--- src/design/agsf_pkg.sv ---
// shared types, codes and fixed-point constants of the speed fusion block
package agsf_pkg;

    // configuration port
    localparam int ADDR_W     = 4;
    localparam int DATA_W     = 32;
    localparam int REG_IDX_W  = 2;
    localparam int COEF_W     = 16;

    localparam logic [REG_IDX_W-1:0] REG_GRAVITY = 2'd0;
    localparam logic [REG_IDX_W-1:0] REG_FUSION  = 2'd1;
    localparam logic [REG_IDX_W-1:0] REG_DISPLAY = 2'd2;

    localparam logic [COEF_W-1:0] GRAVITY_COEF_RST = 16'd6554;
    localparam logic [COEF_W-1:0] FUSION_COEF_RST  = 16'd64225;
    localparam logic [COEF_W-1:0] DISPLAY_COEF_RST = 16'd655;

    // sample and result fields
    localparam int TIME_W  = 32;
    localparam int ACCEL_W = 16;
    localparam int SPEED_W = 16;

    // internal widths
    localparam int DT_W    = 9;
    localparam int GRAV_W  = 24;
    localparam int VEL_W   = 25;
    localparam int GPSMS_W = 23;
    localparam int DIFF_W  = 27;
    localparam int Z_W     = 30;
    localparam int RND_W   = 28;
    localparam int MUL_W   = 31;
    localparam int PROD_W  = 2 * MUL_W;

    // time step limits in ms
    localparam logic [TIME_W-1:0] DT_MAX     = 32'd500;
    localparam logic [DT_W-1:0]   DT_DEFAULT = 9'd10;

    // reciprocal multipliers: floor(x * RECIP >> SH) == floor(x / divisor) over our ranges
    localparam logic [26:0] RECIP9   = 27'd119304648;
    localparam logic [28:0] RECIP125 = 29'd274877907;
    localparam logic [21:0] RECIP5   = 22'd3355444;

    // display speed below 0.1 m/s in Q8.16 shows as zero
    localparam logic signed [VEL_W-1:0] SLOW_LIMIT = 25'sd6554;

    // datapath operations
    typedef enum logic [4:0] {
        OP_NONE      = 5'd0,
        OP_CAPTURE   = 5'd1,
        OP_MUL_GPS   = 5'd2,
        OP_POST_GPS  = 5'd3,
        OP_MUL_GRAV  = 5'd4,
        OP_POST_GRAV = 5'd5,
        OP_PREP_LIN  = 5'd6,
        OP_MUL_LIN   = 5'd7,
        OP_POST_LIN  = 5'd8,
        OP_MUL_DV    = 5'd9,
        OP_POST_DV   = 5'd10,
        OP_PREP_FUS  = 5'd11,
        OP_MUL_FUS   = 5'd12,
        OP_POST_FUS  = 5'd13,
        OP_PREP_DISP = 5'd14,
        OP_MUL_DISP  = 5'd15,
        OP_POST_DISP = 5'd16,
        OP_PREP_INST = 5'd17,
        OP_MUL_OUT   = 5'd18,
        OP_POST_INST = 5'd19,
        OP_PREP_SM   = 5'd20,
        OP_POST_SM   = 5'd21
    } t_dp_op;

    typedef struct packed {
        t_dp_op op;
        logic   load_out;
    } t_dp_cmd;

endpackage

--- src/design/agsf_regs.sv ---
// apb-style register file holding the three filter weights
module agsf_regs import agsf_pkg::*; (
    input  logic              i_clk,
    input  logic              i_rst_n,
    input  logic              psel,
    input  logic              penable,
    input  logic              pwrite,
    input  logic [ADDR_W-1:0] paddr,
    input  logic [DATA_W-1:0] pwdata,
    output logic [DATA_W-1:0] prdata,
    output logic              pready,
    output logic [COEF_W-1:0] o_gravity_coef,
    output logic [COEF_W-1:0] o_fusion_coef,
    output logic [COEF_W-1:0] o_display_coef
);

    logic [COEF_W-1:0]    r_gravity_coef;
    logic [COEF_W-1:0]    r_fusion_coef;
    logic [COEF_W-1:0]    r_display_coef;
    logic [REG_IDX_W-1:0] reg_idx;
    logic                 wr_en;

    assign reg_idx = paddr[ADDR_W-1:2];
    assign wr_en   = psel && penable && pwrite;
    assign pready  = 1'b1;

    always_ff @(posedge i_clk) begin
        if (!i_rst_n) begin
            r_gravity_coef <= GRAVITY_COEF_RST;
            r_fusion_coef  <= FUSION_COEF_RST;
            r_display_coef <= DISPLAY_COEF_RST;
        end else if (wr_en) begin
            case (reg_idx)
                REG_GRAVITY: r_gravity_coef <= pwdata[COEF_W-1:0];
                REG_FUSION:  r_fusion_coef  <= pwdata[COEF_W-1:0];
                REG_DISPLAY: r_display_coef <= pwdata[COEF_W-1:0];
                default: ;
            endcase
        end
    end

    always_comb begin
        case (reg_idx)
            REG_GRAVITY: prdata = DATA_W'(r_gravity_coef);
            REG_FUSION:  prdata = DATA_W'(r_fusion_coef);
            REG_DISPLAY: prdata = DATA_W'(r_display_coef);
            default:     prdata = '0;
        endcase
    end

    assign o_gravity_coef = r_gravity_coef;
    assign o_fusion_coef  = r_fusion_coef;
    assign o_display_coef = r_display_coef;

endmodule

--- src/design/agsf_ctrl.sv ---
// sequencer that steps the shared-multiplier datapath through one sample
module agsf_ctrl import agsf_pkg::*; (
    input  logic    i_clk,
    input  logic    i_rst_n,
    input  logic    i_in_valid,
    output logic    o_in_ready,
    output logic    o_out_valid,
    input  logic    i_out_ready,
    input  logic    i_seeded,
    output t_dp_cmd o_cmd
);

    typedef enum logic [22:0] {
        S_IDLE      = 23'h000001,
        S_GPS_MUL   = 23'h000002,
        S_GPS_POST  = 23'h000004,
        S_GRAV_MUL  = 23'h000008,
        S_GRAV_POST = 23'h000010,
        S_LIN_PREP  = 23'h000020,
        S_LIN_MUL   = 23'h000040,
        S_LIN_POST  = 23'h000080,
        S_DV_MUL    = 23'h000100,
        S_DV_POST   = 23'h000200,
        S_FUS_PREP  = 23'h000400,
        S_FUS_MUL   = 23'h000800,
        S_FUS_POST  = 23'h001000,
        S_DSP_PREP  = 23'h002000,
        S_DSP_MUL   = 23'h004000,
        S_DSP_POST  = 23'h008000,
        S_INST_PREP = 23'h010000,
        S_INST_MUL  = 23'h020000,
        S_INST_POST = 23'h040000,
        S_SM_PREP   = 23'h080000,
        S_SM_MUL    = 23'h100000,
        S_SM_POST   = 23'h200000,
        S_DONE      = 23'h400000
    } t_state;

    t_state r_state, n_state;
    logic   r_out_valid, n_out_valid;

    always_comb begin
        n_state      = r_state;
        n_out_valid  = r_out_valid;
        o_cmd.op       = OP_NONE;
        o_cmd.load_out = 1'b0;
        o_in_ready   = 1'b0;

        // result transfer frees the output register
        if (r_out_valid && i_out_ready) begin
            n_out_valid = 1'b0;
        end

        case (r_state)
            S_IDLE: begin
                o_in_ready = 1'b1;
                if (i_in_valid) begin
                    o_cmd.op = OP_CAPTURE;
                    n_state  = S_GPS_MUL;
                end
            end
            S_GPS_MUL: begin
                o_cmd.op = OP_MUL_GPS;
                n_state  = S_GPS_POST;
            end
            S_GPS_POST: begin
                // first sample seeds the filters and skips straight to the outputs
                o_cmd.op = OP_POST_GPS;
                n_state  = i_seeded ? S_GRAV_MUL : S_INST_PREP;
            end
            S_GRAV_MUL: begin
                o_cmd.op = OP_MUL_GRAV;
                n_state  = S_GRAV_POST;
            end
            S_GRAV_POST: begin
                o_cmd.op = OP_POST_GRAV;
                n_state  = S_LIN_PREP;
            end
            S_LIN_PREP: begin
                o_cmd.op = OP_PREP_LIN;
                n_state  = S_LIN_MUL;
            end
            S_LIN_MUL: begin
                o_cmd.op = OP_MUL_LIN;
                n_state  = S_LIN_POST;
            end
            S_LIN_POST: begin
                o_cmd.op = OP_POST_LIN;
                n_state  = S_DV_MUL;
            end
            S_DV_MUL: begin
                o_cmd.op = OP_MUL_DV;
                n_state  = S_DV_POST;
            end
            S_DV_POST: begin
                o_cmd.op = OP_POST_DV;
                n_state  = S_FUS_PREP;
            end
            S_FUS_PREP: begin
                o_cmd.op = OP_PREP_FUS;
                n_state  = S_FUS_MUL;
            end
            S_FUS_MUL: begin
                o_cmd.op = OP_MUL_FUS;
                n_state  = S_FUS_POST;
            end
            S_FUS_POST: begin
                o_cmd.op = OP_POST_FUS;
                n_state  = S_DSP_PREP;
            end
            S_DSP_PREP: begin
                o_cmd.op = OP_PREP_DISP;
                n_state  = S_DSP_MUL;
            end
            S_DSP_MUL: begin
                o_cmd.op = OP_MUL_DISP;
                n_state  = S_DSP_POST;
            end
            S_DSP_POST: begin
                o_cmd.op = OP_POST_DISP;
                n_state  = S_INST_PREP;
            end
            S_INST_PREP: begin
                o_cmd.op = OP_PREP_INST;
                n_state  = S_INST_MUL;
            end
            S_INST_MUL: begin
                o_cmd.op = OP_MUL_OUT;
                n_state  = S_INST_POST;
            end
            S_INST_POST: begin
                o_cmd.op = OP_POST_INST;
                n_state  = S_SM_PREP;
            end
            S_SM_PREP: begin
                o_cmd.op = OP_PREP_SM;
                n_state  = S_SM_MUL;
            end
            S_SM_MUL: begin
                o_cmd.op = OP_MUL_OUT;
                n_state  = S_SM_POST;
            end
            S_SM_POST: begin
                o_cmd.op = OP_POST_SM;
                n_state  = S_DONE;
            end
            S_DONE: begin
                // wait here only while an older result is still untaken
                if (!r_out_valid || i_out_ready) begin
                    o_cmd.load_out = 1'b1;
                    n_out_valid    = 1'b1;
                    n_state        = S_IDLE;
                end
            end
            default: begin
                n_state = S_IDLE;
            end
        endcase
    end

    always_ff @(posedge i_clk) begin
        if (!i_rst_n) begin
            r_state     <= S_IDLE;
            r_out_valid <= 1'b0;
        end else begin
            r_state     <= n_state;
            r_out_valid <= n_out_valid;
        end
    end

    assign o_out_valid = r_out_valid;

endmodule

--- src/design/agsf_dp.sv ---
// fixed-point datapath: filter state, shared multiplier, rounding and saturation
module agsf_dp import agsf_pkg::*; (
    input  logic                      i_clk,
    input  logic                      i_rst_n,
    input  t_dp_cmd                   i_cmd,
    input  logic [TIME_W-1:0]         i_time_ms,
    input  logic signed [ACCEL_W-1:0] i_accel_fwd,
    input  logic [SPEED_W-1:0]        i_gps_speed,
    input  logic [COEF_W-1:0]         i_gravity_coef,
    input  logic [COEF_W-1:0]         i_fusion_coef,
    input  logic [COEF_W-1:0]         i_display_coef,
    output logic                      o_seeded,
    output logic [SPEED_W-1:0]        o_smoothed_speed,
    output logic signed [SPEED_W-1:0] o_instant_speed
);

    localparam logic signed [RND_W-1:0] VEL_MAX = 28'sd16777215;
    localparam logic signed [RND_W-1:0] VEL_MIN = -28'sd16777216;

    // divide by 65536 with ties away from zero after adding b
    function automatic logic signed [RND_W-1:0] round_q16(
        input logic signed [PROD_W-1:0] p,
        input logic signed [RND_W-1:0]  b
    );
        logic signed [RND_W-1:0] q;
        logic [15:0]             frac;
        logic                    inc;
        q    = $signed(p[RND_W+15:16]) + b;
        frac = p[15:0];
        inc  = (frac > 16'h8000) || ((frac == 16'h8000) && !q[RND_W-1]);
        return q + RND_W'(inc);
    endfunction

    function automatic logic signed [VEL_W-1:0] sat_vel(input logic signed [RND_W-1:0] v);
        logic signed [VEL_W-1:0] r;
        if (v > VEL_MAX) begin
            r = VEL_MAX[VEL_W-1:0];
        end else if (v < VEL_MIN) begin
            r = VEL_MIN[VEL_W-1:0];
        end else begin
            r = v[VEL_W-1:0];
        end
        return r;
    endfunction

    // sign and (|v|*9 + 320) >> 7, the first half of a rounded *9/640
    function automatic logic [21:0] prep_scale(input logic signed [VEL_W-1:0] v);
        logic signed [28:0] t9;
        logic [27:0]        ysum;
        t9 = (29'(v) <<< 3) + 29'(v);
        if (v[VEL_W-1]) begin
            ysum = 28'(29'sd320 - t9);
        end else begin
            ysum = 28'(t9 + 29'sd320);
        end
        return {v[VEL_W-1], ysum[27:7]};
    endfunction

    logic                        r_seeded;
    logic [TIME_W-1:0]           r_last_time;
    logic signed [GRAV_W-1:0]    r_grav;
    logic signed [VEL_W-1:0]     r_fused;
    logic signed [VEL_W-1:0]     r_disp;
    logic signed [ACCEL_W-1:0]   r_accel;
    logic [DT_W-1:0]             r_dt;
    logic [GPSMS_W-1:0]          r_gps_ms;
    logic signed [DIFF_W-1:0]    r_diff;
    logic [Z_W-1:0]              r_z;
    logic                        r_neg;
    logic                        r_slow;
    logic signed [VEL_W-1:0]     r_dv;
    logic signed [PROD_W-1:0]    r_prod;
    logic signed [SPEED_W-1:0]   r_inst;
    logic [SPEED_W-1:0]          r_sm;
    logic signed [SPEED_W-1:0]   r_out_inst;
    logic [SPEED_W-1:0]          r_out_sm;

    logic signed [MUL_W-1:0]     mul_a;
    logic signed [MUL_W-1:0]     mul_b;
    logic                        mul_en;
    logic signed [DIFF_W-1:0]    a16;
    logic [TIME_W-1:0]           dt_raw;
    logic [25:0]                 gps_y;
    logic [GPSMS_W-1:0]          gps_ms;
    logic signed [34:0]          lin_dt;
    logic [34:0]                 dv_sum;
    logic [23:0]                 dv_q;
    logic [18:0]                 out_q;
    logic [21:0]                 scale_fused;
    logic [21:0]                 scale_disp;
    logic [19:0]                 inst_neg;

    // operand selection for the shared multiplier
    always_comb begin
        mul_en = 1'b1;
        case (i_cmd.op)
            OP_MUL_GPS: begin
                mul_a = {1'b0, r_z};
                mul_b = MUL_W'(RECIP9);
            end
            OP_MUL_GRAV: begin
                mul_a = {{(MUL_W-DIFF_W){r_diff[DIFF_W-1]}}, r_diff};
                mul_b = MUL_W'(i_gravity_coef);
            end
            OP_MUL_LIN: begin
                mul_a = {{(MUL_W-DIFF_W){r_diff[DIFF_W-1]}}, r_diff};
                mul_b = MUL_W'(r_dt);
            end
            OP_MUL_DV: begin
                mul_a = {1'b0, r_z};
                mul_b = MUL_W'(RECIP125);
            end
            OP_MUL_FUS: begin
                mul_a = {{(MUL_W-DIFF_W){r_diff[DIFF_W-1]}}, r_diff};
                mul_b = MUL_W'(i_fusion_coef);
            end
            OP_MUL_DISP: begin
                mul_a = {{(MUL_W-DIFF_W){r_diff[DIFF_W-1]}}, r_diff};
                mul_b = MUL_W'(i_display_coef);
            end
            OP_MUL_OUT: begin
                mul_a = {1'b0, r_z};
                mul_b = MUL_W'(RECIP5);
            end
            default: begin
                mul_en = 1'b0;
                mul_a  = '0;
                mul_b  = '0;
            end
        endcase
    end

    assign a16         = {{(DIFF_W-GRAV_W){r_accel[ACCEL_W-1]}}, r_accel, 8'b0};
    assign dt_raw      = i_time_ms - r_last_time;
    assign gps_y       = {1'b0, i_gps_speed, 9'b0} + {3'b0, i_gps_speed, 7'b0} + 26'd4;
    assign gps_ms      = r_prod[52:30];
    assign lin_dt      = r_prod[34:0];
    // |lin*dt| + 500, the negative side as 500 - x
    assign dv_sum      = lin_dt[34] ? (~lin_dt + 35'd501) : (lin_dt + 35'd500);
    assign dv_q        = r_prod[58:35];
    assign out_q       = r_prod[42:24];
    assign scale_fused = prep_scale(r_fused);
    assign scale_disp  = prep_scale(r_disp);
    assign inst_neg    = 20'd0 - {1'b0, out_q};

    always_ff @(posedge i_clk) begin
        if (mul_en) begin
            r_prod <= mul_a * mul_b;
        end
    end

    always_ff @(posedge i_clk) begin
        if (!i_rst_n) begin
            r_seeded <= 1'b0;
        end else if (i_cmd.op == OP_POST_GPS) begin
            r_seeded <= 1'b1;
        end
    end

    always_ff @(posedge i_clk) begin
        case (i_cmd.op)
            OP_CAPTURE: begin
                r_accel     <= i_accel_fwd;
                r_last_time <= i_time_ms;
                r_z         <= Z_W'(gps_y);
                r_diff      <= {{(DIFF_W-GRAV_W){i_accel_fwd[ACCEL_W-1]}}, i_accel_fwd, 8'b0}
                               - DIFF_W'(r_grav);
                if (dt_raw == '0 || dt_raw > DT_MAX) begin
                    r_dt <= DT_DEFAULT;
                end else begin
                    r_dt <= dt_raw[DT_W-1:0];
                end
            end
            OP_POST_GPS: begin
                r_gps_ms <= gps_ms;
                if (!r_seeded) begin
                    r_grav  <= {r_accel, 8'b0};
                    r_fused <= VEL_W'(gps_ms);
                    r_disp  <= VEL_W'(gps_ms);
                end
            end
            OP_POST_GRAV: begin
                r_grav <= GRAV_W'(round_q16(r_prod, RND_W'(r_grav)));
            end
            OP_PREP_LIN: begin
                r_diff <= a16 - DIFF_W'(r_grav);
            end
            OP_POST_LIN: begin
                r_neg <= lin_dt[34];
                r_z   <= dv_sum[32:3];
            end
            OP_POST_DV: begin
                if (r_neg) begin
                    r_dv <= -$signed({1'b0, dv_q});
                end else begin
                    r_dv <= $signed({1'b0, dv_q});
                end
            end
            OP_PREP_FUS: begin
                r_diff <= DIFF_W'(r_fused) + DIFF_W'(r_dv) - DIFF_W'(r_gps_ms);
            end
            OP_POST_FUS: begin
                r_fused <= sat_vel(round_q16(r_prod, RND_W'(r_gps_ms)));
            end
            OP_PREP_DISP: begin
                r_diff <= DIFF_W'(r_fused) - DIFF_W'(r_disp);
            end
            OP_POST_DISP: begin
                r_disp <= sat_vel(round_q16(r_prod, RND_W'(r_disp)));
            end
            OP_PREP_INST: begin
                r_neg <= scale_fused[21];
                r_z   <= Z_W'(scale_fused[20:0]);
            end
            OP_POST_INST: begin
                if (r_neg) begin
                    r_inst <= (out_q > 19'd32768) ? 16'sh8000 : $signed(inst_neg[15:0]);
                end else begin
                    r_inst <= (out_q > 19'd32767) ? 16'sh7FFF : $signed(out_q[15:0]);
                end
            end
            OP_PREP_SM: begin
                r_neg  <= scale_disp[21];
                r_z    <= Z_W'(scale_disp[20:0]);
                r_slow <= r_disp < SLOW_LIMIT;
            end
            OP_POST_SM: begin
                if (r_slow) begin
                    r_sm <= '0;
                end else if (out_q > 19'd65535) begin
                    r_sm <= 16'hFFFF;
                end else begin
                    r_sm <= out_q[15:0];
                end
            end
            default: ;
        endcase
    end

    // output register, separate so the next sample can run while a result waits
    always_ff @(posedge i_clk) begin
        if (i_cmd.load_out) begin
            r_out_inst <= r_inst;
            r_out_sm   <= r_sm;
        end
    end

    assign o_seeded         = r_seeded;
    assign o_instant_speed  = r_out_inst;
    assign o_smoothed_speed = r_out_sm;

endmodule

--- src/design/accel_gps_speed_fusion_core.sv ---
// top level of the accelerometer and gps speed fusion block
// Fuses forward acceleration with GPS speed through a complementary filter and
// gives one result (display speed and instant speed, Q8.8 km/h) per sample. A
// sample is taken only while the block is idle; it is then worked through one
// shared 31x31 multiplier, each multiply followed by a post-processing step of
// rounding, saturation or scaling; the very first sample after reset only seeds
// the filters and skips their update steps. The finished result sits in an
// output register, so the next sample is accepted while a result still waits
// for its transfer; a sample that finishes while the older result is still
// untaken holds in its last step until that transfer. The three filter weights
// are written over the APB-style port at byte addresses 0, 4, 8.
module accel_gps_speed_fusion_core import agsf_pkg::*; (
    input  logic                      i_clk,
    input  logic                      i_rst_n,
    input  logic                      i_in_valid,
    output logic                      o_in_ready,
    input  logic [TIME_W-1:0]         i_time_ms,
    input  logic signed [ACCEL_W-1:0] i_accel_fwd,
    input  logic [SPEED_W-1:0]        i_gps_speed,
    output logic                      o_out_valid,
    input  logic                      i_out_ready,
    output logic [SPEED_W-1:0]        o_smoothed_speed,
    output logic signed [SPEED_W-1:0] o_instant_speed,
    input  logic                      psel,
    input  logic                      penable,
    input  logic                      pwrite,
    input  logic [ADDR_W-1:0]         paddr,
    input  logic [DATA_W-1:0]         pwdata,
    output logic [DATA_W-1:0]         prdata,
    output logic                      pready
);

    logic [COEF_W-1:0] gravity_coef;
    logic [COEF_W-1:0] fusion_coef;
    logic [COEF_W-1:0] display_coef;
    logic              seeded;
    t_dp_cmd           dp_cmd;

    agsf_regs u_regs (
        .i_clk          (i_clk),
        .i_rst_n        (i_rst_n),
        .psel           (psel),
        .penable        (penable),
        .pwrite         (pwrite),
        .paddr          (paddr),
        .pwdata         (pwdata),
        .prdata         (prdata),
        .pready         (pready),
        .o_gravity_coef (gravity_coef),
        .o_fusion_coef  (fusion_coef),
        .o_display_coef (display_coef)
    );

    agsf_ctrl u_ctrl (
        .i_clk       (i_clk),
        .i_rst_n     (i_rst_n),
        .i_in_valid  (i_in_valid),
        .o_in_ready  (o_in_ready),
        .o_out_valid (o_out_valid),
        .i_out_ready (i_out_ready),
        .i_seeded    (seeded),
        .o_cmd       (dp_cmd)
    );

    agsf_dp u_dp (
        .i_clk            (i_clk),
        .i_rst_n          (i_rst_n),
        .i_cmd            (dp_cmd),
        .i_time_ms        (i_time_ms),
        .i_accel_fwd      (i_accel_fwd),
        .i_gps_speed      (i_gps_speed),
        .i_gravity_coef   (gravity_coef),
        .i_fusion_coef    (fusion_coef),
        .i_display_coef   (display_coef),
        .o_seeded         (seeded),
        .o_smoothed_speed (o_smoothed_speed),
        .o_instant_speed  (o_instant_speed)
    );

`ifndef SYNTHESIS
    // a sample transfer starts work, so the input side closes the next cycle
    a_busy_after_accept: assert property (@(posedge i_clk) disable iff (!i_rst_n)
        (i_in_valid && o_in_ready) |=> !o_in_ready)
        else $error("input accepted again while a sample is in work");

    // the output register is reloaded only when its result is gone or leaving
    a_load_when_free: assert property (@(posedge i_clk) disable iff (!i_rst_n)
        dp_cmd.load_out |-> (!o_out_valid || i_out_ready))
        else $error("result overwritten before its transfer");

    a_valid_after_load: assert property (@(posedge i_clk) disable iff (!i_rst_n)
        dp_cmd.load_out |=> o_out_valid)
        else $error("loaded result not presented");

    // once seeded the filters stay seeded until reset
    a_seeded_sticky: assert property (@(posedge i_clk) disable iff (!i_rst_n)
        seeded |=> seeded)
        else $error("seeded flag dropped");
`endif

endmodule

--- config.mk ---
export PLATFORM = sky130hd
export DESIGN_NAME = accel_gps_speed_fusion_core
export DESIGN_NICKNAME = d
export VERILOG_FILES = /design/src/design/agsf_pkg.sv /design/src/design/agsf_regs.sv /design/src/design/agsf_ctrl.sv /design/src/design/agsf_dp.sv /design/src/design/accel_gps_speed_fusion_core.sv
export SDC_FILE = /design/constraint.sdc
export NUM_CORES = 2
export LEC_CHECK = 0
export BUFFER_PORTS_ARGS = -buffer_cell sky130_fd_sc_hd__buf_2
export CAP_MARGIN = 20
export CORE_AREA = 2 2 409 411
export CTS_CLUSTER_SIZE = 12
export DETAILED_ROUTE_END_ITERATION = 10
export DIE_AREA = 0 0 411 413
export REMOVE_ABC_BUFFERS = 1
export SYNTH_ARGS = -nofsm -noshare
export SYNTH_HDL_FRONTEND = slang
export SYNTH_SLANG_ARGS = --single-unit
--- constraint.sdc ---
create_clock -name i_clk -period 35.2 [get_ports i_clk]
set_input_delay 1.76 -clock i_clk [delete_from_list [all_inputs] [get_ports i_clk]]
set_output_delay 1.76 -clock i_clk [all_outputs]
set_load 0.02 [all_outputs]
Word-level counts from Yosys, hierarchy flattened
Index checks and enable logic that the tools add are counted.
- register bits: 434
- $add $sub $neg: 24
- multiply operators: 1
- magnitude comparators: 10
- equality and inequality tests: 50
- mux-type cells: 36
- bitwise operators: 1
- reductions and logical operators: 34
- operators by type and width (operator ; count):
    23-bit case mux with 23 select lines ; 1
    29-bit case mux with 7 select lines ; 1
    25-bit two-way mux ; 5
    30-bit case mux with 4 select lines ; 1
    27-bit case mux with 4 select lines ; 1
    5-bit case mux with 21 select lines ; 1
    25-bit case mux with 2 select lines ; 2
    28-bit by 25-bit adder with 28-bit output ; 3
    33-bit by 9-bit adder with 33-bit output (second input constant) ; 2
    16-bit two-way mux ; 4
    31-bit case mux with 2 select lines ; 1
    31-bit by 30-bit multiplier with 59-bit output ; 1
    28-bit by 1-bit adder with 28-bit output ; 2
    28-bit by 10-bit adder with 28-bit output (second input constant) ; 2
    28-bit by 24-bit adder with 28-bit output ; 2
    28-bit by 25-bit greater-than comparator with 1-bit output (second input constant) ; 2
    28-bit by 25-bit less-than comparator with 1-bit output (second input constant) ; 2
    28-bit two-way mux ; 2
    10-bit by 28-bit subtractor with 28-bit output (first input constant) ; 2
    24-bit by 24-bit subtractor with 25-bit output ; 2
    24-bit two-way mux ; 2
    16-bit case mux with 3 select lines ; 1
    24-bit case mux with 2 select lines ; 1
    23-bit two-way mux ; 2
    other kinds (65) ; 111

Longest topological paths before layout
- depth in word-level cells: 9
- mapped depth: 48
- depth with buffers taken out: 41

By module
Synthesis repeated with hierarchy kept, for this count alone.
- cells, all modules: 7502
- area, all modules: 66531.3 sq um
- by module, submodules not included (module ; instances ; cells each ; area each (sq um) ; seq. area each (sq um)):
    agsf_dp ; 1 ; 7060 ; 62621.3 ; 10860.4
    agsf_regs ; 1 ; 271 ; 2416.1 ; 960.9
    agsf_ctrl ; 1 ; 171 ; 1493.9 ; 480.5

Worst setup path before layout
OpenSTA, ideal clock, no wires.
- kind: flip-flop to flip-flop
- start point: register u_ctrl.r_state[9]
- end point: register u_dp.r_prod[57] (data pin)
- setup time: 0.266 ns
- data arrival time: 11.040 ns
- required time: 34.934 ns
- slack: 23.895 ns
- cell stages (with the launch flop): 45
- clock period less this slack: 11.305 ns
- path through: dfxtp_1 or4_1 or2_1 or3_1 nor3_2 nand2_1 nor3b_2 nor4_1 and3_1 buf_2 or2_1 buf_4 buf_6 buf_6 a22oi_2 buf_4 nor2_1 fa_1 (+9 left out) fa_1 inv_1 fa_1 inv_1 ha_1 a21o_1 a21o_1 a21oi_1 o21ai_0 a221oi_1 a211oi_1 a221oi_1 a21oi_1 nand3_1 a21oi_1 o31a_1 o41ai_1 xnor2_1
- word-level cells in the longest chain between the ends: 7
- elaborated cells between the ends (all ways): 36
- ends and longest elaborated chain (what ; line ; text):
    start, declared ; agsf_ctrl.sv:39 ; t_state r_state, n_state;
    start signal, assigned ; agsf_ctrl.sv:166 ; r_state <= n_state;
    23-bit by 18-bit equality test with 1-bit output / 23-bit by 21-bit equality test with 1-bit output (equally long branches) ; agsf_ctrl.sv:54 ; case (r_state)
    2-bit OR reduction (no source line) ; n/a ;
    5-bit case mux with 21 select lines (*) ; agsf_ctrl.sv:54 ;
    5-bit by 3-bit equality test with 1-bit output (tied with other cells) ; agsf_dp.sv:96 ; case (i_cmd.op)
    4-bit OR reduction (no source line) / 3-bit OR reduction (equally long branches) ; n/a ;
    31-bit case mux with 2 select lines ; agsf_dp.sv:96 ;
    31-bit by 30-bit multiplier with 59-bit output (*) ; agsf_dp.sv:148 ; r_prod <= mul_a * mul_b;
    end signal, assigned ; agsf_dp.sv:148 ;
    end, declared ; agsf_dp.sv:72 ; logic signed [PROD_W-1:0] r_prod;
Every way passes the cells marked *; elsewhere a longest branch is shown, timed or not.
A chain may end at the register's enable or synchronous reset.

Worst setup path in the final report
- start point: register u_ctrl.r_state[5]
- end point: register u_dp.r_prod[33] (data pin)
Same word-level chain as after synthesis.

==> results.py <==
metrics = {
    "outcome": {
        "status": "complete, no violations",
    },
    "worst_setup_path": {
        "cp_slowest_cell": "a22oi_2",
        "crit_path_start_kind": "flop",
        "cp_common_cell": "fa_1",
        "critPathMaxStageDelay_ns": 1.13,
        "crit_fanout": 61,
        "r2r_end": "u_dp.r_prod[33]$_DFFE_PN_",
        "path_buf_inv": 6,
        "reg2reg_from": "u_ctrl.r_state[5]$_SDFFE_PN0P_",
        "cp-end-kind": "flop",
        "critical_path.endpoint": "u_dp.r_prod[33]$_DFFE_PN_",
        "cp-startpoint": "u_ctrl.r_state[5]$_SDFFE_PN0P_",
        "r2r_setup_slack_ns": 21.08,
        "critical_path_class": "reg -> reg",
        "reg2reg_depth": 37,
        "cp_data_arrival_time_ns": 14.47,
        "cp_top_family": "adder cells",
        "required_ns": 35.55,
        "crit_cells": 37,
    },
    "clocking": {
        "cts_tree": "done",
        "cts_buffer_depth": 3,
        "cts_max_level": 2,
        "holdBufCountCts": 0,
        "clock_latency_ns": 0.68,
        "cts_resized": 0,
        "root_buffer": "clkbuf_16",
        "cts_made_buffers": 51,
        "postCtsSetupRepairBufs": 0,
        "path_clk_slew_ns": 0.06,
        "cts.sinks": 434,
    },
    "sta": {
        "hold_viol_final": 0,
        "max_freq_ghz": 0.0708,
        "setup_tns_ns": 0,
        "slew_headroom": 0.138,
        "fin_crit_sh": 0.401,
        "period_needed_ns": 14.12,
        "finClkSkew_ns": 0.0684,
        "setup_viol": 0,
        "slew_viol_final": 0,
        "tightestPinTransition_ns": 1.29,
        "worst_slack_ns": 21.08,
        "rsz0062_at_grt": "no",
    },
    "route": {
        "drt_first_pass_iters": 6,
        "vias": 54200,
        "drt_iter0_markers": 5166,
        "drc": 0,
        "wl_per_cell_um": 23.0,
        "drtAntennaViolNets": 0,
        "wl_um": 223000,
        "vias_per_cell": 5.58,
    },
    "worst_hold_path": {
        "hold_path_class": "reg -> reg",
    },
    "grt": {
        "grt_use_total": 0.263,
        "grt_pass1_wl_um": 336000,
        "overflow": 0,
        "antenna_found_initial": 21,
        "grt_pass1_vias": 53600,
        "grt_max_degree": 62,
    },
    "die": {
        "coreArea_um2": 166000,
        "placementRows": 150,
        "die_w_um": 411,
        "initial_core_util": 0.397,
        "fp.dieH_um": 413,
        "io_pins": 174,
        "dieArea_um2": 170000,
    },
    "power": {
        "max-vdd-ir-drop_mv": 0.0431,
        "power_density_nw_per_um2": 21.8,
        "p_leak_uw": 0.0322,
    },
    "placed_design": {
        "numPortBuffers": 138,
        "pre_cts_slack_ns": 21.41,
        "dpl.hpwl_um": 180000,
        "routabilityCongestion": 0.969,
    },
    "synthesis": {
        "yosys.area.top_type": "fa_1",
        "yosysMostFrequentCell": "inv_1",
        "yosysTopAreaCellShare": 0.267,
        "async_reset_ff_frac": 0,
        "seq_area_frac_synth": 0.187,
        "syn_area_um2": 65800,
        "syn-mean-instance-area_um2": 8.89,
        "synth_edf_count": 361,
        "synth_cell_types": 108,
        "netlist_instances": 7405,
        "synth_common_cells": "1294 x inv_1, 876 x fa_1, 732 x nand2_1",
        "synth_seq_cells": 434,
        "synth_flop_cell": "edfxtp_1",
        "yosys-top-cells-area": "fa_1 27%, edfxtp_1 16%, ha_1 9.6%",
        "yosys_warnings": 0,
    },
    "finish": {
        "num-fill-cells": 16400,
        "drive_gt1_frac": 0.0593,
        "layout.nets": 8953,
        "syn2layout_area_growth_pct": 7.63,
    },
    "run": {
        "max_cap_viol_count": 0,
    },
}
[cells by family (layout without fill, tap and decap cells)]
group / Yosys count / in the layout / synth area share
and+or+nand+nor: 2160 / 2160 / 0.152
buffers and inverters: 1574 / 1642 / 0.0930
adders and majority gates: 1379 / 1379 / 0.362
AOI/OAI and AO/OA: 1376 / 1376 / 0.141
xor gates and xnor gates: 449 / 449 / 0.0600
DFF: 434 / 434 / 0.187
muxes: 31 / 31 / 0.00483
other: 2 / 40 / 0.000114
[flip-flops by register name, indices dropped and copies added (netlist names), 23 cells and up]
| signal | cells |
|---|---|
| u_dp.r_last_time | 32 |
| u_dp.r_dv | 25 |
| u_dp.r_disp | 25 |
| u_dp.r_fused | 25 |
| u_dp.r_gps_ms | 23 |
| u_dp.r_diff | 27 |
| u_dp.r_grav | 24 |
| u_dp.r_prod | 59 |
| u_ctrl.r_state | 23 |
| u_dp.r_z | 30 |
[power by group]
part,leakage [uW],switching [uW],internal (uW),total (uW)
Combinational,0.0275,260,163,424
Sequential,0.00395,15.9,582,597
Clock,0.000764,234,290,524
[area by class of cell]
| class | instances | area [um2] | share of cell area |
|---|---|---|---|
| Multi-Input combinational cell | 5428 | 47700 | 0.673 |
| Sequential cell | 434 | 12300 | 0.174 |
| Inverter | 1299 | 4880 | 0.0689 |
| Tap cell | 2204 | 2760 | 0.0389 |
| Timing Repair Buffer | 253 | 1610 | 0.0228 |
| Clock buffer | 66 | 1330 | 0.0188 |
| Clock inverter | 24 | 260 | 0.00367 |
| Antenna cell | 7 | 17.5 | 0.000247 |
[worst min-delay path by stage]
stage | from | end | slack, ns | cells after the start
2_1_floorplan | u_dp.r_inst[0]$_DFFE_PN_ | u_dp.o_instant_speed[0]$_DFFE_PP_ | 0.40 | 0
3_3_place_gp | u_dp.r_sm[13]$_SDFFCE_PP0N_ | u_dp.o_smoothed_speed[13]$_DFFE_PP_ | 0.40 | 0
3_5_place_dp | u_dp.r_inst[0]$_DFFE_PN_ | u_dp.o_instant_speed[0]$_DFFE_PP_ | 0.40 | 0
4_1_cts | u_dp.r_inst[0]$_DFFE_PN_ | u_dp.o_instant_speed[0]$_DFFE_PP_ | 0.41 | 0
5_1_grt | u_dp.r_inst[6]$_DFFE_PN_ | u_dp.o_instant_speed[6]$_DFFE_PP_ | 0.43 | 0
6_report | u_dp.r_inst[0]$_DFFE_PN_ | u_dp.o_instant_speed[0]$_DFFE_PP_ | 0.41 | 0
[per-layer routing]
metal  global-route usage  share of wire
met5                    0        0.00048
met4               0.0927          0.042
met3               0.0590          0.095
met2                0.412           0.44
met1                0.358           0.42
[cell usage in the layout (no fill, tap or decap), drive strengths merged, types with 45 or more instances in the layout]
master / n
nand2b: 78
a22oi: 49
nand3: 131
or3: 50
o21ai: 275
xnor2: 314
buf: 253
fa: 876
a31oi: 52
o211ai: 45
nor2: 701
o21a: 65
dfxtp: 73
a21o: 123
ha: 503
and3: 61
xor2: 134
nand2: 732
nor3: 101
nor2b: 49
nor4: 45
a21oi: 341
inv: 1299
edfxtp: 361
clkbuf: 66
[through the flow]
step | cell area (um2) | hold WS (ns) | cells | power (uW) | util
4_1_cts | 70700 | 0.411 | 9705 | 1560 | 0.426
2_1_floorplan | 64700 | 0.400 | 7161 | 894 | -
5_1_grt | 70800 | 0.425 | 9709 | 1620 | 0.427
3_3_place_gp | 69100 | 0.403 | 9615 | 1030 | 0.417
6_report | 70800 | 0.407 | 9715 | 1550 | 0.427
3_5_place_dp | 69100 | 0.405 | 9615 | 1030 | 0.417
Power figures use the tool's default switching activity.
